File: config.mk
export PLATFORM = sky130hd
export DESIGN_NAME = causal_order_delivery_buffer
export DESIGN_NICKNAME = d
export VERILOG_FILES = /design/src/hw/rtl/cod_pkg.sv /design/src/hw/rtl/cod_ram.sv /design/src/hw/rtl/cod_clock.sv /design/src/hw/rtl/causal_order_delivery_buffer.sv
export SDC_FILE = /design/constraint.sdc
export NUM_CORES = 2
export LEC_CHECK = 0
export BUFFER_PORTS_ARGS = -buffer_cell sky130_fd_sc_hd__buf_2
export CAP_MARGIN = 20
export CORE_MARGIN = 10
export CORE_UTILIZATION = 58
export DETAILED_ROUTE_END_ITERATION = 6
export GPL_ROUTABILITY_DRIVEN = 0
export HOLD_SLACK_MARGIN = 0.03
export PLACE_DENSITY = 0.82
export SETUP_SLACK_MARGIN = 0.2
export SLEW_MARGIN = 30
export SYNTH_ARGS = -nofsm -noshare
export SYNTH_HDL_FRONTEND = slang
export SYNTH_SLANG_ARGS = --single-unit
File: constraint.sdc
create_clock -name clk -period 9.3 [get_ports clk]
set_input_delay 0.465 -clock clk [delete_from_list [all_inputs] [get_ports clk]]
set_output_delay 0.465 -clock clk [all_outputs]
set_load 0.01 [all_outputs]
File: src/hw/rtl/cod_pkg.sv
// Shared types and fixed constants of the causal order delivery buffer.
// No dependencies; imported by the top level and the clock unit.
`timescale 1ns / 1ps
package cod_pkg;

	localparam int CLK_FIELD_W = 16;
	localparam int NUM_FIELDS  = 4;
	localparam int VCLK_W      = CLK_FIELD_W * NUM_FIELDS;
	localparam int PAY_W       = 32;
	localparam int PID_W       = 3;
	localparam int ENTRY_W     = VCLK_W + PAY_W;

	localparam logic CMD_REMOTE = 1'b0;
	localparam logic CMD_LOCAL  = 1'b1;

	localparam logic ST_DELIVERED = 1'b0;
	localparam logic ST_DROPPED   = 1'b1;

	localparam logic REG_LOCAL_ID   = 1'b0;
	localparam logic REG_PROC_COUNT = 1'b1;

	typedef logic [PID_W-1:0] pid_t;

endpackage

File: src/hw/rtl/cod_ram.sv
// Generic single-write, single-read synchronous RAM with registered read data.
// No dependencies.
`timescale 1ns / 1ps
module cod_ram #(
	parameter int WIDTH = 8,
	parameter int DEPTH = 16
) (
	input  logic                     clk,
	input  logic                     we,
	input  logic [$clog2(DEPTH)-1:0] waddr,
	input  logic [WIDTH-1:0]         wdata,
	input  logic                     re,
	input  logic [$clog2(DEPTH)-1:0] raddr,
	output logic [WIDTH-1:0]         rdata
);

	logic [WIDTH-1:0] mem_q [DEPTH];

	always_ff @(posedge clk) begin
		if (we) begin
			mem_q[waddr] <= wdata;
		end
		if (re) begin
			rdata <= mem_q[raddr];
		end
	end

endmodule

File: src/hw/rtl/cod_clock.sv
// Local vector clock: saturating per-process counters and the causal
// readiness compare of one held entry. Depends on cod_pkg.
`timescale 1ns / 1ps
module cod_clock
	import cod_pkg::*;
#(
	parameter int MAX_PROCS  = 4,
	parameter int CLOCK_BITS = 16
) (
	input  logic                         clk,
	input  logic                         arst_n,
	input  logic                         bump_en,
	input  logic [$clog2(MAX_PROCS)-1:0] bump_pos,
	input  pid_t                         pc,
	input  logic [VCLK_W-1:0]            entry_clock,
	output logic                         entry_ok
);

	localparam logic [CLOCK_BITS-1:0] CNT_MAX = '1;

	logic [CLOCK_BITS-1:0] lclk_q [MAX_PROCS];

	always_ff @(posedge clk or negedge arst_n) begin
		if (!arst_n) begin
			for (int i = 0; i < MAX_PROCS; i++) lclk_q[i] <= '0;
		end else if (bump_en && lclk_q[bump_pos] != CNT_MAX) begin
			lclk_q[bump_pos] <= lclk_q[bump_pos] + 1'b1;
		end
	end

	// positions at or above the process count are not compared
	always_comb begin
		entry_ok = 1'b1;
		for (int i = 0; i < MAX_PROCS; i++) begin
			if (PID_W'(i) < pc &&
			    CLK_FIELD_W'(lclk_q[i]) < entry_clock[CLK_FIELD_W*i +: CLK_FIELD_W]) begin
				entry_ok = 1'b0;
			end
		end
	end

endmodule

File: src/hw/rtl/causal_order_delivery_buffer.sv
// Causal order delivery buffer: top level, control sequencer and held-message RAM.
// Depends on cod_pkg, cod_ram and cod_clock.
`timescale 1ns / 1ps
// Holds remote messages per sender in one RAM, in arrival order, and releases
// them when the local vector clock covers their clock. A local broadcast yields
// one result without the RAM. A remote message is checked and appended to its
// sender's list, then each scan pass reads that list entry by entry through the
// single RAM read port, and a closing step follows the last pass. A full list
// yields one dropped result. Results wait in an output register; the next message
// is taken while one waits. The RAM needs no clearing after reset.
module causal_order_delivery_buffer
	import cod_pkg::*;
#(
	parameter int MAX_PROCS     = 4,
	parameter int PENDING_DEPTH = 8,
	parameter int CLOCK_BITS    = 16
) (
	input  logic              clk,
	input  logic              arst_n,
	input  logic              cfg_we,
	input  logic              cfg_index,
	input  logic [PID_W-1:0]  cfg_data,
	input  logic              msg_valid,
	output logic              msg_stall,
	input  logic              command,
	input  logic [PID_W-1:0]  sender,
	input  logic [PAY_W-1:0]  payload,
	input  logic [VCLK_W-1:0] vector_clock,
	output logic              res_valid,
	input  logic              res_stall,
	output logic [PID_W-1:0]  out_sender,
	output logic [PAY_W-1:0]  out_payload,
	output logic              status,
	output logic              last
);

	localparam int PIW  = $clog2(MAX_PROCS);
	localparam int CW   = $clog2(PENDING_DEPTH + 1);
	localparam int NENT = MAX_PROCS * PENDING_DEPTH;
	localparam int AW   = $clog2(NENT);
	localparam logic [AW-1:0] DEPTH_A = AW'(PENDING_DEPTH);
	localparam logic [CW-1:0] DEPTH_C = CW'(PENDING_DEPTH);

	localparam logic [2:0] S_IDLE   = 3'd0;
	localparam logic [2:0] S_DECODE = 3'd1;
	localparam logic [2:0] S_READ   = 3'd2;
	localparam logic [2:0] S_EVAL   = 3'd3;
	localparam logic [2:0] S_PASS   = 3'd4;
	localparam logic [2:0] S_FIN    = 3'd5;

	logic [2:0] state_q;
	pid_t       local_id_q, proc_count_q;

	logic              item_cmd_q;
	pid_t              item_snd_q;
	logic [PAY_W-1:0]  item_pay_q;
	logic [VCLK_W-1:0] item_clk_q;
	logic [PIW-1:0]    sid_q;

	logic [CW-1:0] cnt_q [MAX_PROCS];
	logic [CW-1:0] rd_q, wr_q, len_q;
	logic          hit_q;
	logic          pend_v_q;
	logic [PAY_W-1:0] pend_pay_q;

	logic             res_valid_q, status_q, last_q;
	pid_t             out_sender_q;
	logic [PAY_W-1:0] out_payload_q;

	pid_t pc_eff;
	logic out_free, snd_ok, local_ok, list_full, ev_ok, commit;
	logic [CW-1:0] cnt_cur;

	logic               ram_we, ram_re;
	logic [AW-1:0]      ram_waddr, ram_raddr;
	logic [ENTRY_W-1:0] ram_wdata, ram_rdata;

	logic           bump_en;
	logic [PIW-1:0] bump_pos;

	logic             out_load, out_st_d, out_last_d;
	pid_t             out_snd_d;
	logic [PAY_W-1:0] out_pay_d;

	always_comb begin
		if (proc_count_q < 3'd2) pc_eff = 3'd2;
		else if (proc_count_q > PID_W'(MAX_PROCS)) pc_eff = PID_W'(MAX_PROCS);
		else pc_eff = proc_count_q;
	end

	assign out_free  = !res_valid_q || !res_stall;
	assign cnt_cur   = cnt_q[sid_q];
	assign snd_ok    = item_snd_q != '0 && item_snd_q <= pc_eff && item_snd_q != local_id_q;
	assign local_ok  = local_id_q != '0 && local_id_q <= pc_eff;
	assign list_full = cnt_cur == DEPTH_C;
	assign commit    = state_q == S_EVAL && ev_ok && (!pend_v_q || out_free);

	cod_ram #(.WIDTH(ENTRY_W), .DEPTH(NENT)) u_held (
		.clk   (clk),
		.we    (ram_we),
		.waddr (ram_waddr),
		.wdata (ram_wdata),
		.re    (ram_re),
		.raddr (ram_raddr),
		.rdata (ram_rdata)
	);

	cod_clock #(.MAX_PROCS(MAX_PROCS), .CLOCK_BITS(CLOCK_BITS)) u_clock (
		.clk         (clk),
		.arst_n      (arst_n),
		.bump_en     (bump_en),
		.bump_pos    (bump_pos),
		.pc          (pc_eff),
		.entry_clock (ram_rdata[ENTRY_W-1 -: VCLK_W]),
		.entry_ok    (ev_ok)
	);

	always_comb begin
		ram_we     = 1'b0;
		ram_re     = 1'b0;
		ram_waddr  = AW'(sid_q) * DEPTH_A + AW'(wr_q);
		ram_raddr  = AW'(sid_q) * DEPTH_A + AW'(rd_q);
		ram_wdata  = ram_rdata;
		bump_en    = 1'b0;
		bump_pos   = sid_q;
		out_load   = 1'b0;
		out_snd_d  = item_snd_q;
		out_pay_d  = item_pay_q;
		out_st_d   = ST_DELIVERED;
		out_last_d = 1'b1;
		unique case (state_q)
			S_DECODE: begin
				if (item_cmd_q == CMD_LOCAL) begin
					out_load  = out_free;
					out_snd_d = local_id_q;
					bump_en   = out_free && local_ok;
					bump_pos  = PIW'(local_id_q - 3'd1);
				end else if (snd_ok && list_full) begin
					out_load = out_free;
					out_st_d = ST_DROPPED;
				end else if (snd_ok) begin
					ram_we    = 1'b1;
					ram_waddr = AW'(sid_q) * DEPTH_A + AW'(cnt_cur);
					ram_wdata = {item_clk_q, item_pay_q};
				end
			end
			S_READ: ram_re = 1'b1;
			S_EVAL: begin
				if (ev_ok) begin
					// previous delivery goes out now that another one follows
					bump_en    = commit;
					out_load   = commit && pend_v_q;
					out_pay_d  = pend_pay_q;
					out_last_d = 1'b0;
				end else begin
					ram_we = 1'b1;
				end
			end
			S_FIN: begin
				out_load  = pend_v_q && out_free;
				out_pay_d = pend_pay_q;
			end
			default: ;
		endcase
	end

	always_ff @(posedge clk or negedge arst_n) begin
		if (!arst_n) begin
			local_id_q   <= 3'd1;
			proc_count_q <= 3'd4;
		end else if (cfg_we) begin
			unique case (cfg_index)
				REG_LOCAL_ID:   local_id_q   <= cfg_data;
				REG_PROC_COUNT: proc_count_q <= cfg_data;
				default: ;
			endcase
		end
	end

	always_ff @(posedge clk) begin
		if (state_q == S_IDLE && msg_valid) begin
			item_cmd_q <= command;
			item_snd_q <= sender;
			item_pay_q <= payload;
			item_clk_q <= vector_clock;
			sid_q      <= PIW'(sender - 3'd1);
		end
		if (commit) pend_pay_q <= ram_rdata[PAY_W-1:0];
		if (out_load) begin
			out_sender_q  <= out_snd_d;
			out_payload_q <= out_pay_d;
			status_q      <= out_st_d;
			last_q        <= out_last_d;
		end
	end

	always_ff @(posedge clk or negedge arst_n) begin
		if (!arst_n) begin
			state_q     <= S_IDLE;
			res_valid_q <= 1'b0;
			pend_v_q    <= 1'b0;
			hit_q       <= 1'b0;
			rd_q        <= '0;
			wr_q        <= '0;
			len_q       <= '0;
			for (int i = 0; i < MAX_PROCS; i++) cnt_q[i] <= '0;
		end else begin
			if (out_load) res_valid_q <= 1'b1;
			else if (!res_stall) res_valid_q <= 1'b0;
			unique case (state_q)
				S_IDLE: if (msg_valid) state_q <= S_DECODE;
				S_DECODE: begin
					if (item_cmd_q == CMD_LOCAL || (snd_ok && list_full)) begin
						if (out_free) state_q <= S_IDLE;
					end else if (!snd_ok) begin
						state_q <= S_IDLE;
					end else begin
						cnt_q[sid_q] <= cnt_cur + 1'b1;
						len_q        <= cnt_cur + 1'b1;
						rd_q         <= '0;
						wr_q         <= '0;
						hit_q        <= 1'b0;
						pend_v_q     <= 1'b0;
						state_q      <= S_READ;
					end
				end
				S_READ: state_q <= S_EVAL;
				S_EVAL: begin
					if (!ev_ok || commit) begin
						if (commit) begin
							pend_v_q <= 1'b1;
							hit_q    <= 1'b1;
						end else begin
							wr_q <= wr_q + 1'b1;
						end
						rd_q    <= rd_q + 1'b1;
						state_q <= (rd_q + 1'b1 == len_q) ? S_PASS : S_READ;
					end
				end
				S_PASS: begin
					cnt_q[sid_q] <= wr_q;
					len_q        <= wr_q;
					rd_q         <= '0;
					wr_q         <= '0;
					hit_q        <= 1'b0;
					state_q      <= (hit_q && wr_q != '0) ? S_READ : S_FIN;
				end
				S_FIN: begin
					if (!pend_v_q || out_free) begin
						pend_v_q <= 1'b0;
						state_q  <= S_IDLE;
					end
				end
				default: state_q <= S_IDLE;
			endcase
		end
	end

	assign msg_stall   = state_q != S_IDLE;
	assign res_valid   = res_valid_q;
	assign out_sender  = out_sender_q;
	assign out_payload = out_payload_q;
	assign status      = status_q;
	assign last        = last_q;

`ifndef ASSERT_OFF
	a_no_pend_idle: assert property (@(posedge clk) disable iff (!arst_n)
		state_q == S_IDLE |-> !pend_v_q)
		else $error("held delivery left behind at idle");
	a_scan_ptrs: assert property (@(posedge clk) disable iff (!arst_n)
		state_q == S_EVAL |-> (rd_q < len_q && wr_q <= rd_q))
		else $error("scan pointers out of order");
	a_count_bound: assert property (@(posedge clk) disable iff (!arst_n)
		state_q == S_PASS |-> wr_q <= DEPTH_C)
		else $error("pending count above depth");
	a_busy_after_take: assert property (@(posedge clk) disable iff (!arst_n)
		(msg_valid && !msg_stall) |=> msg_stall)
		else $error("second transfer taken while busy");
`endif

endmodule

# Word level (Yosys, flattened, before mapping)
# Memory sizes are Yosys's and may differ from the RTL's. A register that Yosys moved wholly into a read port is not among the register bits.
# Index checks and enable logic that the tools add are counted.
# classes
add_sub_neg	9
multipliers	0
div	0
n_lt_le_gt_ge	16
n_eq_ne	18
n_shift	0
mux	80
n_bitwise	4
n_reduce_logical	43
# ops
operator	n
96-bit 2-to-1 mux	4
16-bit 2-to-1 mux	5
64-bit bitwise mux	1
16-bit less-than comparator	4
32-bit case mux with 2 select lines	1
4-bit 2-to-1 mux	10
3-bit 2-to-1 mux	11
16-bit binary-select mux with 2-bit select	1
16-bit bitwise mux	2
16-bit demux with 2-bit select	1
32-bit 2-to-1 mux	1
16-bit case mux with 2 select lines	1
1-bit 2-to-1 mux	24
4-bit case mux with 3 select lines	2
5-bit 2-to-1 mux	4
1-bit logical AND	18
3-bit case mux with 6 select lines	1
16-bit by 1-bit adder with 16-bit output (second input constant)	1
16-bit inequality test (second input constant)	1
5-bit by 4-bit adder with 5-bit output	3
3-bit nonzero test	5
4-bit by 1-bit adder with 4-bit output (second input constant)	3
2-bit inequality test (second input constant)	6
5-bit AND reduction	2
other kinds (34)	58
# word_totals
ff_bits	275
latch_bits	0
ramBits	3072
rom_bits	0
inputBits	109
out_inout_bits	39
memories	1
# memory_table
memory	words	width	read_ports	rd_ports_with_merged_regs	write_ports	line	text
u_held.mem_q	32	96	1	1	1	cod_ram.sv:17	logic [WIDTH-1:0] mem_q [DEPTH];

# Depth between registers and ports, before layout
# logic_depth
ltp_word	15
mapped_depth	19
mapped_depth_nobuf	14

# Modules after synthesis
# A second synthesis with hierarchy kept.
# unflattened
cells_unflattened	6880
area_unflattened_um2	133330.4
# by_module_without_submodules
module	n_inst	cells_per_inst	area_each_um2
cod_ram	1	5604	119453.3
causal_order_delivery_buffer	1	804	9336.5
cod_clock	1	472	4540.6

# Worst setup path before layout
# No wires, ideal clock.
# synth_path
kind	register to register
startpoint	register sid_q[1]
endpoint	memory u_held.mem_q[10][0] (netlist bit) (enable)
arrival_time_ns	6.992
t_required_ns	8.738
path_slack_ns	1.746
stages_incl_launch_ff	14
n_path_buf	3
period_less_slack_ns	7.554
cell_sequence	edfxtp_1 > buf_2 > buf_1 > mux4_2 > inv_1 > ha_1 > a31oi_1 > nand4_1 > or2_1 > clkbuf_1 > o32a_1 > mux2i_1 > and2_1 > nor2b_1
# synth_between
elab_chain_len	11
# synth_rtl
element	line	text
start, declared	causal_order_delivery_buffer.sv:58	logic [PIW-1:0] sid_q;
start signal, assigned	causal_order_delivery_buffer.sv:186	sid_q <= PIW'(sender - 3'd1);
branches (longest 11 deep; another with 5-bit by 4-bit adder with 5-bit output)	n/a	
end, declared	cod_ram.sv:17	
# Parallel ways; which one is timed is not known. The select of a mux whose other input is x is not followed.

# Worst setup path in the final report
# layout_path
startpoint	register sid_q[1]
endpoint	memory u_held.mem_q[2][73] (netlist bit) (enable)
# Same word-level chain as after synthesis.

==> qor.yml <==
total_power_mw: 48.0
worst-endpoint-arrival_ps: 7000
postRouteWirelength_um: 408000
numCtsBuffers: 348
cts_tree: "built"
outcome: "finished, violations left"
highest_attainable_clock_frequency_ghz: 0.156
floorplan.die_area_um2: 249000
power_density_nw_per_um2: 318
crit_chain: "mux4_2, inv_1, ha_1, a31oi_1, nand4_1, nor2_4, buf_4, a31oi_4, nor2b_4, buf_4, buf_4"
p_leak_nw: 48.5
die_h_um: 499
largest_cells_by_area_after_synthesis: "sky130_fd_sc_hd__edfxtp_1, sky130_fd_sc_hd__mux4_2, sky130_fd_sc_hd__dfrtp_1"
cell_internal_pwr_mw: 32.7
cp-end-kind: "flop"
final-max-slew-violation-count: 0
clk-insertion-delay-late_ps: 1030
grt_remaining_overflow: 0
ys_ff_latch: 3443
synth_warn: 0
globalRouteTotalUtil_pct: 32.2
cts-resized-gates: 0
timing.critical_path.slowest_cell_delay_ps: 950
number_of_synthesized_flops_with_an_enable_pin: 3339
dp_hpwl_um: 208000
post_route_cells_drive_above_1_share_pct: 27.7
grt_pass1_wl_um: 569000
synthesis.area_um2: 133000
synthToLayoutAreaGrowth_pct: 13.3
drt-initial-drc-count: 12943
timing.reg2reg.setup_slack_ps: 2870
worst_hold_path_type: "in2async"
timing.critical_path.from_type: "flop"
synth_top_cell_by_area: "sky130_fd_sc_hd__edfxtp_1"
post_synth_inst_count: 6113
rr_worst_depth: 11
multi_input_comb_area_um2: 29200
number_of_levels_the_h_tree_was_split_into: 5
timing.final.crit_share_pct: 69.1
grt_start_max_net_pins: 140
seq_power_share_pct: 43.6
total_of_endpoints_with_negative_setup_slack_in_the_final_report: 0
avg_cell_area_syn_um2: 21.8
detailedRoute.firstPassIterationCount: 7
cts_buffer_depth: 4
sw_frac_of_total_pct: 31.9
initial_antenna_violation_count: 21
route.vias.total: 73035
maxCapViolations: 0
antenna_violating_nets_post_route: 0
slew_headroom_pct: 26.4
clock_skews_ps: 102
detail_route.drc_violations: 13
timing_worst_slew_pin_value_ps: 1100
synth_top_cell_area_share_pct: 75.3
synth-seq-area-share_pct: 77.2
cts-root-buf: "sky130_fd_sc_hd__clkbuf_16"
setup_repair_after_global_routing_missed_its_margin: "false"
vias_in_the_first_global_route: 72879
dominantRegCellSynth: "sky130_fd_sc_hd__edfxtp_1"
fillerInstances: 13096
yosys.cell_types.count: 72
r2r-end: "u_held.mem_q[2][73]"
num_io_pins: 148
peakVddDrop_mv: 0.297
fin_nets: 6787
tritoncts_num_sinks: 3443
syn_nets: 6298
seq_area_um2: 103000
effective_utilization_at_floorplan_pct: 58.4
io_buffer_count: 147
die_width_um: 499
cp_slowest_cell: "sky130_fd_sc_hd__edfxtp_1"
final_core_occ_pct: 66.2
power_frac_clock_pct: 29.0
share_comb_of_total_power_pct: 27.4
wl_per_cell_um: 41.3
path_common_cell: "sky130_fd_sc_hd__buf_4"
cp.required_ps: 9870
power.net_switching_mw: 15.3
failed_checks: "design-rule violations"
setup_tns_ps: 0
finalWorstPathRequiredPeriod_ps: 6430
critical_path_peak_fanout: 64
worst_setup_hold_path_clk_slew_ps: 60
rows: 175
library_cell_with_the_highest_instance_count_after_synthesis: "sky130_fd_sc_hd__edfxtp_1"
async_flop_share_pct: 3.02
timing_hold_violations_final: 0
placeableCoreArea_um2: 228000
viasPerCell: 7.39
netlist_top_cells_count: "sky130_fd_sc_hd__edfxtp_1, sky130_fd_sc_hd__mux4_2, sky130_fd_sc_hd__nand2_1"
timing.setup.critical_path_class: "reg2reg"
crit-reg2reg-launch: "sid_q[1]"
flip-flops by register name (all words and copies together) (netlist names), 16 cells and up:
name / flops
item_clk_q: 64
out_payload: 32
u_clock.lclk_q: 64
u_held.rdata: 96
u_held.mem_q: 3072
pend_pay_q: 32
cnt_q: 16
item_pay_q: 32
how the worst max path moves through the flow:
stage | to | from
floorplan | u_held.mem_q[10][0] | sid_q[1]
global placement | u_held.mem_q[5][71] | sid_q[1]
detailed placement | u_held.mem_q[9][26] | sid_q[1]
CTS | u_held.mem_q[9][15] | sid_q[1]
global route | u_held.mem_q[2][71] | sid_q[1]
finish | u_held.mem_q[2][73] | sid_q[1]
final cells by class:
cell class              count  area share [%]
well taps                3009            2.49
inverters                  82           0.209
diodes                     18          0.0298
clock buffers             416            6.05
repair buffers            446            2.51
clock inverters           191            1.19
flip-flops and latches   3443            68.2
multi-input cells        2281            19.4
metal layers:
| metal | share of wire, % | track usage, % | routed length [um] | vias to the layer above |
|---|---|---|---|---|
| met3 | 13 | 8.57 | 53400 | 1709 |
| li1 | - | - | - | 26508 |
| met4 | 9.1 | 22.4 | 37200 | 14 |
| met1 | 31 | 39.9 | 127000 | 37149 |
| met2 | 47 | 49.9 | 190000 | 7655 |
| met5 | 0.023 | 0 | 92 | - |
stage by stage:
| stage | hold WS [ps] | worst slack, ps | cell area (um^2) | std cells |
|---|---|---|---|---|
| 2_1_floorplan | 169 | 1750 | 133000 | 6113 |
| 3_3_place_gp | 429 | 3230 | 138000 | 9140 |
| 3_5_place_dp | 436 | 3060 | 139000 | 9144 |
| 4_1_cts | 58.1 | 2980 | 151000 | 9860 |
| 5_1_grt | 85.9 | 2820 | 151000 | 9872 |
| 6_report | 88.1 | 2870 | 151000 | 9886 |
cells in the final DEF (no fill, tap or decap), drive strengths merged, types with 109 or more instances in the layout:
cell type / netlist / final
buf: 125 / 337
clkbuf: 182 / 416
clkinv: 0 / 136
dlygate4sd3: 0 / 109
edfxtp: 3339 / 3339
mux2: 153 / 153
mux2i: 153 / 153
mux4: 823 / 823
nand2: 366 / 366
o21ai: 164 / 164
cell families (layout without fill, tap and decap cells):
logic type                 after synthesis  in the layout  share of synthesized area, %
DFF                                   3443           3443                          77.2
muxes                                 1129           1129                          16.4
and+or+nand+nor                        573            573                          1.90
AOI/OAI and AO/OA                      476            476                          2.36
buffers and inverters                  389           1135                          1.18
adders and majority gates               76             76                         0.714
xor gates and xnor gates                27             27                         0.183
other                                    0             18                             0
power groups by stage:
stage	clock (mW)	combinational [mW]	sequential [mW]
after floorplan	0	7.66	21.0
after global placement	0	11.8	21.1
after detailed placement	0	12.2	21.2
after CTS	13.9	12.6	20.9
after global routing	14.4	13.5	21.0
final	13.9	13.1	20.9
critical path: cells and delay by family, from the launching register on:
kind                       cells  cell delay (ps)
and+or+nand+nor                3             1340
DFF                            1              950
muxes                          1              470
adders and majority gates      1              210
buffers and inverters          4             2200
AOI/OAI and AO/OA              2              620
what timing repair did:
item / CTS / global route
buffers inserted: 0 / 0
hold buffers: 109 / 0
endpoints found under the setup margin: 0 / 0
endpoints found under the hold margin: 155 / 0
(Power assumes the default switching activity.)
